==> src/rtl/rhls_pkg.sv <==
// ----------------------------------------------------------------------------
// rhls_pkg - shared types, constants and microcode for the region selector
// Beat types, control word layout, the sequencer program and the small
// arithmetic helpers used by the datapath.
// ----------------------------------------------------------------------------
package rhls_pkg;

    // hash constants
    localparam logic [63:0] GOLDEN     = 64'h9e37_79b9_7f4a_7c15;
    localparam logic [63:0] MIX_K_A    = 64'hbf58_476d_1ce4_e5b9;
    localparam logic [63:0] MIX_K_B    = 64'h94d0_49bb_1331_11eb;
    // hash < this  <=>  hash rounded to double < 2^63
    localparam logic [63:0] CAND_LIMIT = 64'h7fff_ffff_ffff_fe00;

    // neighbourhood walk: index = dx*9 + dy*3 + dz, digits 0..2 mean -1..+1
    localparam int NBR_W = 5;
    localparam logic [NBR_W-1:0] NBR_CENTRE = 5'd13;
    localparam logic [NBR_W-1:0] NBR_LAST   = 5'd26;

    localparam int PC_W = 6;
    typedef logic [PC_W-1:0] pc_t;

    // program labels
    localparam pc_t PC_WAIT   = 6'd0;
    localparam pc_t PC_LOOP   = 6'd1;
    localparam pc_t PC_NOCAND = 6'd31;
    localparam pc_t PC_ADV    = 6'd32;
    localparam pc_t PC_DONE   = 6'd34;

    typedef struct packed {
        logic signed [31:0] region_x;
        logic signed [31:0] region_y;
        logic signed [31:0] region_z;
    } in_beat_t;

    typedef struct packed {
        logic is_candidate;
        logic is_selected;
    } out_beat_t;

    typedef enum logic [3:0] {
        ACT_NOP, ACT_WAIT, ACT_LDC, ACT_IN, ACT_XM, ACT_SUM,
        ACT_FIN, ACT_RKEY, ACT_KEY, ACT_ADV, ACT_EMIT
    } act_t;

    typedef enum logic {SRC_SEED, SRC_H} src_t;

    typedef enum logic [2:0] {
        OPND_X, OPND_Y, OPND_Z, OPND_SALT0, OPND_SALT1
    } opnd_t;

    typedef enum logic {KSEL_A, KSEL_B} ksel_t;

    typedef enum logic {DEST_H, DEST_RES} dest_t;

    typedef enum logic [2:0] {
        COND_NEVER, COND_ALWAYS, COND_NOT_START, COND_NOT_CAND,
        COND_IS_CENTRE, COND_SEL_CLEAR, COND_LAST, COND_OUT_BUSY
    } cond_t;

    typedef struct packed {
        act_t  act;
        src_t  src;
        opnd_t opnd;
        ksel_t ksel;
        dest_t dest;
        cond_t cond;
        pc_t   target;
    } ctrl_t;

    typedef struct packed {
        logic start;
        logic not_cand;
        logic centre;
        logic sel_clear;
        logic last;
        logic out_busy;
    } flags_t;

    function automatic ctrl_t w_ctl(act_t a, cond_t c, pc_t t);
        ctrl_t w;
        w.act    = a;
        w.src    = SRC_H;
        w.opnd   = OPND_SALT0;
        w.ksel   = KSEL_A;
        w.dest   = DEST_H;
        w.cond   = c;
        w.target = t;
        return w;
    endfunction

    function automatic ctrl_t w_in(src_t s, opnd_t o);
        ctrl_t w;
        w      = w_ctl(ACT_IN, COND_NEVER, PC_WAIT);
        w.src  = s;
        w.opnd = o;
        return w;
    endfunction

    function automatic ctrl_t w_xm(ksel_t k);
        ctrl_t w;
        w      = w_ctl(ACT_XM, COND_NEVER, PC_WAIT);
        w.ksel = k;
        return w;
    endfunction

    function automatic ctrl_t w_fin(dest_t d);
        ctrl_t w;
        w      = w_ctl(ACT_FIN, COND_NEVER, PC_WAIT);
        w.dest = d;
        return w;
    endfunction

    // sequencer program; each mix is IN, XM(A), SUM, XM(B), FIN
    function automatic ctrl_t ucode(pc_t pc);
        ctrl_t w;
        unique case (pc)
            6'd0:  w = w_ctl(ACT_WAIT, COND_NOT_START, PC_WAIT);
            6'd1:  w = w_ctl(ACT_LDC, COND_NEVER, PC_WAIT);
            6'd2:  w = w_in(SRC_SEED, OPND_X);
            6'd3:  w = w_xm(KSEL_A);
            6'd4:  w = w_ctl(ACT_SUM, COND_NEVER, PC_WAIT);
            6'd5:  w = w_xm(KSEL_B);
            6'd6:  w = w_fin(DEST_H);
            6'd7:  w = w_in(SRC_H, OPND_Y);
            6'd8:  w = w_xm(KSEL_A);
            6'd9:  w = w_ctl(ACT_SUM, COND_NEVER, PC_WAIT);
            6'd10: w = w_xm(KSEL_B);
            6'd11: w = w_fin(DEST_H);
            6'd12: w = w_in(SRC_H, OPND_Z);
            6'd13: w = w_xm(KSEL_A);
            6'd14: w = w_ctl(ACT_SUM, COND_NEVER, PC_WAIT);
            6'd15: w = w_xm(KSEL_B);
            6'd16: w = w_fin(DEST_H);
            6'd17: w = w_in(SRC_H, OPND_SALT0);
            6'd18: w = w_xm(KSEL_A);
            6'd19: w = w_ctl(ACT_SUM, COND_NEVER, PC_WAIT);
            6'd20: w = w_xm(KSEL_B);
            6'd21: w = w_fin(DEST_RES);
            6'd22: w = w_ctl(ACT_NOP, COND_NOT_CAND, PC_NOCAND);
            6'd23: w = w_in(SRC_H, OPND_SALT1);
            6'd24: w = w_xm(KSEL_A);
            6'd25: w = w_ctl(ACT_SUM, COND_NEVER, PC_WAIT);
            6'd26: w = w_xm(KSEL_B);
            6'd27: w = w_fin(DEST_RES);
            6'd28: w = w_ctl(ACT_RKEY, COND_NEVER, PC_WAIT);
            6'd29: w = w_ctl(ACT_KEY, COND_IS_CENTRE, PC_ADV);
            6'd30: w = w_ctl(ACT_NOP, COND_SEL_CLEAR, PC_DONE);
            6'd31: w = w_ctl(ACT_NOP, COND_IS_CENTRE, PC_DONE);
            6'd32: w = w_ctl(ACT_ADV, COND_LAST, PC_DONE);
            6'd33: w = w_ctl(ACT_NOP, COND_ALWAYS, PC_LOOP);
            6'd34: w = w_ctl(ACT_EMIT, COND_OUT_BUSY, PC_DONE);
            6'd35: w = w_ctl(ACT_NOP, COND_ALWAYS, PC_WAIT);
            default: w = w_ctl(ACT_NOP, COND_ALWAYS, PC_WAIT);
        endcase
        return w;
    endfunction

    // {dx, dy, dz} digits of a neighbourhood index
    function automatic logic [5:0] nbr_digits(logic [NBR_W-1:0] idx);
        logic [NBR_W-1:0] r;
        logic [1:0]       dx;
        logic [1:0]       dy;
        if (idx >= 5'd18) begin
            dx = 2'd2;
            r  = idx - 5'd18;
        end else if (idx >= 5'd9) begin
            dx = 2'd1;
            r  = idx - 5'd9;
        end else begin
            dx = 2'd0;
            r  = idx;
        end
        if (r >= 5'd6) begin
            dy = 2'd2;
            r  = r - 5'd6;
        end else if (r >= 5'd3) begin
            dy = 2'd1;
            r  = r - 5'd3;
        end else begin
            dy = 2'd0;
        end
        return {dx, dy, r[1:0]};
    endfunction

    // coordinate plus -1 / 0 / +1, wrapping
    function automatic logic [31:0] coord_step(logic [31:0] c, logic [1:0] d);
        logic [31:0] r;
        unique case (d)
            2'd0:    r = c - 32'd1;
            2'd2:    r = c + 32'd1;
            default: r = c;
        endcase
        return r;
    endfunction

    // value rounded to a 53-bit significand, ties to even, as a 65-bit integer
    function automatic logic [64:0] round53(logic [63:0] h);
        logic [3:0]  s;
        logic [63:0] mask;
        logic [63:0] half;
        logic [63:0] rem;
        logic        up;
        s = 4'd0;
        for (int i = 53; i < 64; i++) begin
            if (h[i]) s = 4'(i - 52);
        end
        mask = (64'd1 << s) - 64'd1;
        half = (mask >> 1) + 64'd1;
        rem  = h & mask;
        up   = (rem > half) || ((rem == half) && (|(h & (mask + 64'd1))));
        return {1'b0, h & ~mask} + (up ? ({1'b0, mask} + 65'd1) : 65'd0);
    endfunction

endpackage

==> src/rtl/rhls_seq.sv <==
// ----------------------------------------------------------------------------
// rhls_seq - microcode sequencer
// Step counter over the program ROM with conditional jumps on datapath flags.
// ----------------------------------------------------------------------------
module rhls_seq (
    input  logic            aclk,
    input  logic            aresetn,
    input  rhls_pkg::flags_t flags,
    output rhls_pkg::ctrl_t  ctrl
);

    rhls_pkg::pc_t pc_reg;
    rhls_pkg::pc_t pc_next;
    logic          take;

    assign ctrl = rhls_pkg::ucode(pc_reg);

    always_comb begin
        unique case (ctrl.cond)
            rhls_pkg::COND_NEVER:     take = 1'b0;
            rhls_pkg::COND_ALWAYS:    take = 1'b1;
            rhls_pkg::COND_NOT_START: take = !flags.start;
            rhls_pkg::COND_NOT_CAND:  take = flags.not_cand;
            rhls_pkg::COND_IS_CENTRE: take = flags.centre;
            rhls_pkg::COND_SEL_CLEAR: take = flags.sel_clear;
            rhls_pkg::COND_LAST:      take = flags.last;
            rhls_pkg::COND_OUT_BUSY:  take = flags.out_busy;
            default:                  take = 1'b1;
        endcase
        pc_next = take ? ctrl.target : pc_reg + 6'd1;
    end

    always_ff @(posedge aclk) begin
        if (!aresetn) begin
            pc_reg <= rhls_pkg::PC_WAIT;
        end else begin
            pc_reg <= pc_next;
        end
    end

endmodule

==> src/rtl/region_hash_local_max_select_top.sv <==
// ----------------------------------------------------------------------------
// region_hash_local_max_select_top - local-maximum feature selector
// Hashes a 3-D region and its 26 neighbours with a seeded splitmix64 chain
// and reports whether the region is a candidate and a local priority maximum.
// ----------------------------------------------------------------------------
//
//  channel   dir  handshake              beat / payload
//  s_        in   s_valid / s_ready      in_beat_t  {region_x, region_y, region_z}
//  m_        out  m_valid / m_ready      out_beat_t {is_candidate, is_selected}
//  cfg_      in   cfg_wr_en (no wait)    world_seed, 32 bit
//
//  One beat at a time, worked through by the shared mix datapath: 5 steps
//  per splitmix64 round, 5 rounds per region (4 for a non-candidate), up
//  to 27 regions, plus loop overhead.
//  The walk stops early once a neighbour beats the centre.
//  Reset is synchronous, active low; seed returns to 0. A finished result
//  sits in the output register while the next beat is accepted; a stalled
//  m_ready only holds the sequencer if a second result is ready to go.
//
module region_hash_local_max_select_top (
    input  logic                 aclk,
    input  logic                 aresetn,
    input  logic                 cfg_wr_en,
    input  logic [31:0]          cfg_wr_data,
    input  logic                 s_valid,
    output logic                 s_ready,
    input  rhls_pkg::in_beat_t   s_data,
    output logic                 m_valid,
    input  logic                 m_ready,
    output rhls_pkg::out_beat_t  m_data
);

    rhls_pkg::ctrl_t  ctrl;
    rhls_pkg::flags_t flags;

    logic [31:0]          seed_reg;
    rhls_pkg::in_beat_t   crd_reg;
    logic [4:0]           off_reg;
    logic [4:0]           off_next;
    logic [4:0]           off_plus;
    logic [31:0]          cx_reg;
    logic [31:0]          cy_reg;
    logic [31:0]          cz_reg;
    logic [63:0]          h_reg;       // chain value (h3 once z is folded in)
    logic [63:0]          v_reg;       // working value inside one mix
    logic [63:0]          res_reg;     // salted hash
    logic [63:0]          p_ll_reg;
    logic [31:0]          p_hl_reg;
    logic [31:0]          p_lh_reg;
    logic [64:0]          rk_reg;      // rounded priority of current region
    logic [64:0]          mine_reg;    // rounded priority of centre
    logic                 cand_reg;
    logic                 sel_reg;
    logic                 m_valid_reg;
    rhls_pkg::out_beat_t  m_data_reg;

    logic [63:0] mix_src;
    logic [63:0] opnd_val;
    logic [63:0] mix_in;
    logic [63:0] xs;
    logic [63:0] kmul;
    logic [63:0] prod_ll;
    logic [31:0] prod_hl;
    logic [31:0] prod_lh;
    logic [63:0] sum;
    logic [63:0] fin;
    logic [5:0]  digits;
    logic        is_centre;
    logic        out_busy;
    logic        emit;

    // ------------------------------------------------------------------
    // sequencer
    // ------------------------------------------------------------------
    rhls_seq u_seq (
        .aclk    (aclk),
        .aresetn (aresetn),
        .flags   (flags),
        .ctrl    (ctrl)
    );

    assign is_centre = (off_reg == rhls_pkg::NBR_CENTRE);
    assign out_busy  = m_valid_reg && !m_ready;
    assign emit      = (ctrl.act == rhls_pkg::ACT_EMIT) && !out_busy;

    always_comb begin
        flags.start     = s_valid;
        flags.not_cand  = !(res_reg < rhls_pkg::CAND_LIMIT);
        flags.centre    = is_centre;
        flags.sel_clear = !sel_reg;
        flags.last      = (off_reg == rhls_pkg::NBR_LAST);
        flags.out_busy  = out_busy;
    end

    // ------------------------------------------------------------------
    // mix datapath: three 32x32 partial products per 64-bit multiply,
    // registered, then summed in the following step
    // ------------------------------------------------------------------
    assign mix_src = (ctrl.src == rhls_pkg::SRC_SEED) ? {32'd0, seed_reg} : h_reg;

    always_comb begin
        unique case (ctrl.opnd)
            rhls_pkg::OPND_X:     opnd_val = {{32{cx_reg[31]}}, cx_reg};
            rhls_pkg::OPND_Y:     opnd_val = {{32{cy_reg[31]}}, cy_reg};
            rhls_pkg::OPND_Z:     opnd_val = {{32{cz_reg[31]}}, cz_reg};
            rhls_pkg::OPND_SALT1: opnd_val = 64'd1;
            default:              opnd_val = 64'd0;
        endcase
    end

    assign mix_in  = (mix_src ^ opnd_val) + rhls_pkg::GOLDEN;
    assign xs      = (ctrl.ksel == rhls_pkg::KSEL_A) ? (v_reg ^ (v_reg >> 30))
                                                     : (v_reg ^ (v_reg >> 27));
    assign kmul    = (ctrl.ksel == rhls_pkg::KSEL_A) ? rhls_pkg::MIX_K_A
                                                     : rhls_pkg::MIX_K_B;
    assign prod_ll = {32'd0, xs[31:0]} * {32'd0, kmul[31:0]};
    assign prod_hl = xs[63:32] * kmul[31:0];
    assign prod_lh = xs[31:0] * kmul[63:32];
    assign sum     = p_ll_reg + {p_hl_reg + p_lh_reg, 32'd0};
    assign fin     = sum ^ (sum >> 31);

    // neighbour walk: centre first, then 0..26 skipping the centre
    assign digits   = rhls_pkg::nbr_digits(off_reg);
    assign off_plus = off_reg + 5'd1;
    assign off_next = is_centre ? 5'd0
                    : ((off_plus == rhls_pkg::NBR_CENTRE) ? off_reg + 5'd2 : off_plus);

    // ------------------------------------------------------------------
    // datapath registers (no reset needed)
    // ------------------------------------------------------------------
    always_ff @(posedge aclk) begin
        unique case (ctrl.act)
            rhls_pkg::ACT_WAIT: begin
                if (s_valid) begin
                    crd_reg  <= s_data;
                    off_reg  <= rhls_pkg::NBR_CENTRE;
                    cand_reg <= 1'b0;
                    sel_reg  <= 1'b0;
                end
            end
            rhls_pkg::ACT_LDC: begin
                cx_reg <= rhls_pkg::coord_step(crd_reg.region_x, digits[5:4]);
                cy_reg <= rhls_pkg::coord_step(crd_reg.region_y, digits[3:2]);
                cz_reg <= rhls_pkg::coord_step(crd_reg.region_z, digits[1:0]);
            end
            rhls_pkg::ACT_IN: begin
                v_reg <= mix_in;
            end
            rhls_pkg::ACT_XM: begin
                p_ll_reg <= prod_ll;
                p_hl_reg <= prod_hl;
                p_lh_reg <= prod_lh;
            end
            rhls_pkg::ACT_SUM: begin
                v_reg <= sum;
            end
            rhls_pkg::ACT_FIN: begin
                if (ctrl.dest == rhls_pkg::DEST_H) begin
                    h_reg <= fin;
                end else begin
                    res_reg <= fin;
                end
            end
            rhls_pkg::ACT_RKEY: begin
                rk_reg <= rhls_pkg::round53(res_reg);
            end
            rhls_pkg::ACT_KEY: begin
                if (is_centre) begin
                    mine_reg <= rk_reg;
                    cand_reg <= 1'b1;
                    sel_reg  <= 1'b1;
                end else if (rk_reg > mine_reg) begin
                    sel_reg <= 1'b0;
                end
            end
            rhls_pkg::ACT_ADV: begin
                off_reg <= off_next;
            end
            default: begin
            end
        endcase
        if (emit) begin
            m_data_reg.is_candidate <= cand_reg;
            m_data_reg.is_selected  <= sel_reg;
        end
    end

    // ------------------------------------------------------------------
    // control registers
    // ------------------------------------------------------------------
    always_ff @(posedge aclk) begin
        if (!aresetn) begin
            seed_reg    <= 32'd0;
            m_valid_reg <= 1'b0;
        end else begin
            if (cfg_wr_en) begin
                seed_reg <= cfg_wr_data;
            end
            if (emit) begin
                m_valid_reg <= 1'b1;
            end else if (m_ready) begin
                m_valid_reg <= 1'b0;
            end
        end
    end

    assign s_ready = (ctrl.act == rhls_pkg::ACT_WAIT);
    assign m_valid = m_valid_reg;
    assign m_data  = m_data_reg;

    // ------------------------------------------------------------------
    // assertions
    // ------------------------------------------------------------------
    a_sel_needs_cand: assert property (@(posedge aclk) disable iff (!aresetn)
        m_valid_reg |-> (!m_data_reg.is_selected || m_data_reg.is_candidate))
        else $error("selected result without candidate");

    a_one_at_a_time: assert property (@(posedge aclk) disable iff (!aresetn)
        (s_valid && s_ready) |=> !s_ready)
        else $error("second beat accepted while busy");

    a_round_overflow: assert property (@(posedge aclk) disable iff (!aresetn)
        ((ctrl.act == rhls_pkg::ACT_KEY) && rk_reg[64]) |-> (rk_reg[63:0] == 64'd0))
        else $error("rounded priority beyond 2^64");

endmodule

==> config.mk <==
export PLATFORM = sky130hd
export DESIGN_NAME = region_hash_local_max_select_top
export DESIGN_NICKNAME = d
export VERILOG_FILES = /design/src/rtl/rhls_pkg.sv /design/src/rtl/rhls_seq.sv /design/src/rtl/region_hash_local_max_select_top.sv
export SDC_FILE = /design/constraint.sdc
export NUM_CORES = 2
export LEC_CHECK = 0
export BUFFER_PORTS_ARGS = -buffer_cell sky130_fd_sc_hd__clkbuf_2
export CORE_UTILIZATION = 55
export CTS_BUF_LIST = sky130_fd_sc_hd__clkbuf_4 sky130_fd_sc_hd__clkbuf_8
export DETAILED_ROUTE_END_ITERATION = 8
export PLACE_DENSITY = 0.71
export SYNTH_ARGS = -nofsm -noshare
export SYNTH_HDL_FRONTEND = slang
export SYNTH_HIERARCHICAL = 1
export SYNTH_SLANG_ARGS = --single-unit
==> constraint.sdc <==
create_clock -name aclk -period 11.8 [get_ports aclk]
set_input_delay 0.59 -clock aclk [delete_from_list [all_inputs] [get_ports aclk]]
set_output_delay 0.59 -clock aclk [all_outputs]
set_load 0.03 [all_outputs]
# After elaboration in Yosys (flattened, before gate mapping)
# Memories as Yosys holds them, arrays and structs flattened. A register that Yosys moved wholly into a read port is not among the register bits.
# Index checks and enable logic that the tools add are counted.
dict set report op_classes {
  addsub 21
  n_mul 3
  n_lt_le_gt_ge 7
  n_eq_ne 30
  n_shift 1
  muxes 44
  bitwise 9
  n_reduce_logical 26
}
# cell n
set op_table {}
lappend op_table {{one-hot mux 64 bit (4 select lines)} 1}
lappend op_table {{AND 64 bit} 3}
lappend op_table {{one-hot mux 32 bit (2 select lines)} 3}
lappend op_table {{2-to-1 mux 64 bit} 2}
lappend op_table {{one-hot mux 64 bit (2 select lines)} 1}
lappend op_table {{adder 32 x 1 -> 32 bit, second input constant} 3}
lappend op_table {{subtractor 32 x 1 -> 32 bit, second input constant} 3}
lappend op_table {{adder 64 x 1 -> 65 bit, second input constant} 1}
lappend op_table {{adder 64 x 65 -> 65 bit} 1}
lappend op_table {{> comparator 65 bit} 1}
lappend op_table {{2-to-1 mux 65 bit} 1}
lappend op_table {{adder 63 x 1 -> 64 bit, second input constant} 1}
lappend op_table {{adder 64 x 1 -> 64 bit, second input constant} 1}
lappend op_table {{adder 64 bit} 1}
lappend op_table {{adder 64 bit, second input constant} 1}
lappend op_table {{equality test 64 bit} 1}
lappend op_table {{> comparator 64 bit} 1}
lappend op_table {{< comparator 64 x 63 -> 1 bit, second input constant} 1}
lappend op_table {{multiplier 32 x 32 -> 32 bit} 2}
lappend op_table {{multiplier 32 x 32 -> 64 bit} 1}
lappend op_table {{NOT 64 bit} 1}
lappend op_table {{OR reduction 64 bit} 1}
lappend op_table {{left shift 1 x 4 -> 64 bit, first input constant} 1}
lappend op_table {{subtractor 64 x 1 -> 64 bit, second input constant} 1}
lappend op_table {{other kinds (45)} 107}
dict set report word_totals {
  reg_bits 690
  rom_bits 1216
  output_inout_bits 4
  word_cells 164
  mem_count 1
}
# memory depth width read_ports rd_clocked_by_memory_dff wr line_no
set memory_table {}
lappend memory_table {{(name not given)} 64 19 1 1 0 rhls_pkg.sv:117} ;# unique case (pc)

# Logic depth before layout (Yosys ltp)
dict set report depth {
  ltp_word 21
  mapped_depth 44
  mapped_depth_nobuf 39
}

# By module
# Netlist, hierarchy kept.
# mod instances cells_each area_each_um2 seq_area_each_um2
set by_module_without_submodules {}
lappend by_module_without_submodules {region_hash_local_max_select_top 1 8869 89066.7 20149.3}
lappend by_module_without_submodules {rhls_seq 1 198 1667.8 440.4}

# Worst setup path after synthesis
# Ideal clock, no wire load.
dict set report synth_path {
  path_kind {register -> register}
  startpoint {reg, netlist name u_seq/ctrl[10]}
  endpoint {reg p_ll_reg[62] (data pin)}
  setup_ps 265
  t_arrival_ps 9804
  required_ps 11535
  slack_ps 1731
  stages_incl_launch_ff 38
  path_buffers 7
  cell_sequence {dfxtp_1 > clkbuf_1 > clkbuf_1 > buf_1 > clkbuf_1 > buf_1 > buf_1 > clkbuf_1 > nand2_1 > nand2_1 > inv_1 > fa_1 > inv_1 > fa_1 > inv_1 > fa_1 > fa_1 > fa_1 > [... 2 more ...] > fa_1 > inv_1 > fa_1 > inv_1 > ha_1 > a21o_1 > a21o_1 > a21oi_1 > a21o_1 > a21oi_1 > a221o_1 > a31oi_1 > o211ai_1 > a211oi_1 > nor2_1 > a21oi_1 > o21ai_0 > xor2_1}
}
dict set report synth_between {
  elab_chain_cells 2
  word_cells_on_any_way 3
  cone_classes {1 x mul; 2 x mux}
}
# element line_no
set synth_lines {}
lappend synth_lines {{2-to-1 mux 64 bit or 2-to-1 mux 62 bit (tied branches)} {region_hash_local_max_select_top.sv:112, region_hash_local_max_select_top.sv:114}}
lappend synth_lines {{multiplier 32 x 32 -> 64 bit (*)} region_hash_local_max_select_top.sv:116} ;# assign prod_ll = {32'd0, xs[31:0]} * {32'd0, kmul[31:0]};
lappend synth_lines {{via prod_ll[62]} region_hash_local_max_select_top.sv:62} ;# logic [63:0] prod_ll;
lappend synth_lines {{to (signal assigned)} region_hash_local_max_select_top.sv:150} ;# p_ll_reg <= prod_ll;
lappend synth_lines {{to (decl)} region_hash_local_max_select_top.sv:47} ;# logic [63:0] p_ll_reg;
# Mark *: on every way through the listed nets, which the timed path passes. The rest lies on a longest branch.
# A chain may end at the register's enable or synchronous reset.

# Worst setup path in the final report
dict set report layout_path {
  startpoint {reg v_reg[42]}
  endpoint {reg p_ll_reg[63] (data pin)}
}
dict set report layout_between {
  elab_chain_cells 3
  word_cells_on_any_way 4
  cone_classes {1 x mul; 1 x mux; 2 x bitwise}
}
# element line_no
set layout_lines {}
lappend layout_lines {{from (decl)} region_hash_local_max_select_top.sv:45} ;# logic [63:0] v_reg;
lappend layout_lines {{from (signal assigned)} region_hash_local_max_select_top.sv:147} ;# v_reg <= mix_in;
lappend layout_lines {{from (signal assigned)} region_hash_local_max_select_top.sv:155} ;# v_reg <= sum;
lappend layout_lines {{bitwise XOR 64 x 34 -> 64 bit or bitwise XOR 64 x 37 -> 64 bit (tied branches)} {region_hash_local_max_select_top.sv:112, region_hash_local_max_select_top.sv:113}}
lappend layout_lines {{2-to-1 mux 64 bit (*)} region_hash_local_max_select_top.sv:112} ;# assign xs = (ctrl.ksel == rhls_pkg::KSEL_A) ? (v_reg ^ (v_reg >> 30))
lappend layout_lines {{multiplier 32 x 32 -> 64 bit (*)} region_hash_local_max_select_top.sv:116}
lappend layout_lines {{via prod_ll[63]} region_hash_local_max_select_top.sv:62}
# Marked as above.

==> reports/metrics.sh <==
WORSTPATHARRIVAL_NS=11.41
GRT_REMAINING_OVERFLOW=0
CLOCK-SINKS=704
COUNT_OF_BOUNDARY_I_O_PINS=137
WORST_PIN_SLEW_NS=1.32
CORE_AREA_MM2=0.163
MAX-CLOCK-PATH-BUFFERS=3
AVGROUTEDWIREPERCELL_UM=25.1
VIA_PER_INST=5.75
START_UTIL_PCT=55.5
HTREE_LEVELS=3
AREA.SEQUENTIAL_MM2=0.0206
NUMBER_OF_GATES_GIVEN_A_NEW_DRIVE_STRENGTH_AFTER_CTS=0
FINAL_TNS_SETUP_NS=0
CLOCK_TREE_ROOT='clkbuf_8'
DP_CELLS=11323
CRITPATHTOPFAMILY='adder cells'
FIRST_GLOBAL_VIAS=69011
MAX_REG_FLOPS=96
STATUS='finished clean'
FINAL-SETUP-VIOL-COUNT=0
PLACEDINSTANCEAREA_MM2=0.0944
NON_FILLER_CELL_AREA_FINAL_MM2=0.0982
TIMING.FINAL.CRIT_SHARE_PCT=91.3
CPPEAKSTAGEDELAY_NS=0.74
DIE_SPAN_Y_UM=408
DR_TOTAL_VIAS=67173
DPL.HPWL_MM=245
CLK-INSERTION-DELAY-LATE_NS=0.91
MAX-CAP-VIOLATIONS=0
HOLD_CLASS='primary input to flip-flop'
REQUIRED_NS=12.43
CP.BUFFERS_INVERTERS=6
GLOBALROUTETOTALUTIL_PCT=35.5
PORT-BUFFER-COUNT=136
ANTENNA_FOUND_INITIAL=9
WORST_PATH_MAX_DELAY_CELL='nor2_1'
POST-ROUTE-UTIL_PCT=60.2
MULTI_INPUT_LOGIC_AREA_MM2=0.0618
HOLD_VIOL_FINAL=0
DIE_AREA_MM2=0.167
PATH_MAX_FANOUT=8
POSTROUTEWIRELENGTH_MM=293
DRC=0
FINAL.SETUP_SKEW_NS=0.0572
SYNTHESIS.AREA_MM2=0.0907
LAYOUT.FILLER_CELLS=13835
SYNTHESIS.AREA_PER_INSTANCE_UM2=10.0
DETAIL_ROUTE.FIRST_PASS.ITERATIONS=8
DRIVE_ABOVE_1_SHARE_PCT=5.99
MIN_PERIOD_NS=10.78
STANDARD_CELL_ROWS=148
POSTROUTEANTENNANETS=0
DRT_FIRST_ITER_VIOLATIONS=6671
CRITICALPATHCATEGORY='flip-flop to flip-flop'
NUMCTSBUFFERS=121
SYNTHESIS.INSTANCES=9064
YOSYS_WARNINGS=6
FINAL-INSTANCE-COUNT-EXCL-FILL=11678
FINALWEIGHTEDCONGESTION=1.04
PATH_COMMON_CELL='fa_1'
CLOCK.FMAX_GHz=0.0928
CRIT_PATH_END_KIND='flip-flop'
TIMING.CRITICAL_PATH.FROM_TYPE='flip-flop'
UNREPAIRED_SETUP_ENDPOINTS_AFTER_GLOBAL_ROUTING='no'
WORST_SETUP_HOLD_PATH_CLK_SLEW_NS=0.07
FLOW.AREA_GROWTH_FROM_SYNTHESIS_PCT=8.30
DESIGN.FINAL.NETS=11850
GRT_MAX_DEGREE=85
MAX_SLEW_MARGIN_PCT=11.7
WIRE_LENGTH_OF_THE_FIRST_GLOBAL_ROUTING_PASS_MM=434
FLOORPLAN.DIE.WIDTH_UM=408
TRITONCTS='built'
TIMING.FINAL.MAX_SLEW_VIOLATIONS=0
==> worst min-delay path, stage by stage <==
cell	delay, ns
clkbuf_2	0.12
mux2i_1	0.08
nor2b_1	0.10
==> per-layer routing <==
metal	GRT usage [%]	up-vias	wire (µm)
met5	0	-	75
met4	18.1	10	18100
met3	7.19	665	26600
met2	54.4	3091	130000
met1	47.7	33421	119000
li1	-	29986	-
==> cell type report <==
| class | instances | area share, % |
|---|---|---|
| clock buffer | 155 | 2.01 |
| multi-input combinational | 6139 | 62.9 |
| tap | 2175 | 2.77 |
| clock inverter | 69 | 0.623 |
| inverter | 2053 | 7.85 |
| antenna | 6 | 0.0153 |
| timing repair buffer | 377 | 2.85 |
| sequential | 704 | 21.0 |
==> path summary, 6_finish.rpt <==
path	from	to	slack [ns]	cells after the start
worst max-delay path	v_reg[42]	p_ll_reg[63]	1.02	32
worst min-delay path	cfg_wr_data[16]	seed_reg[16]	0.07	3
worst max register to register	v_reg[42]	p_ll_reg[63]	1.02	32
worst min register to register	cand_reg	m_data[1]	0.42	0
==> stage by stage <==
step                      setup WS, ns  hold slack, ns
final                             1.02          0.0731
after global routing             0.462          0.0528
after CTS                         1.19         0.00243
after detailed placement          1.24           0.414
after global placement            1.37           0.423
after floorplan                   1.73           0.400
==> cells in the final DEF, fill, tap and decap left out, drive strengths merged, types with 20 or more instances in the layout <==
cell and count:
o21ai 289, o21a 80, nor2 398, nor4 27, buf 116, dfxtp 55, ha 1135, o211ai 26
a21o 165, dlygate4sd3 125, a31oi 53, and2 83, or3 27, o31ai 35, conb 112, xnor2 400
nor2b 105, xor2 212, a21oi 441, nand3 80, clkinv 51, nand2 471, or2 35, and3 56
clkbuf 291, nor3 100, inv 2056, nand4 62, o21bai 67, fa 1186, nand3b 20, nand2b 66
edfxtp 649, a211oi 30, mux2i 118
==> what timing repair did <==
action | 4_1_cts | 5_1_grt
hold endpoints to repair | 125 | 0
buffers inserted | 0 | 0
hold buffers | 125 | 0
Power is left out: the tool's default activity adds up to more than one toggle a clock period on the data nets, which glitch-free logic cannot reach.
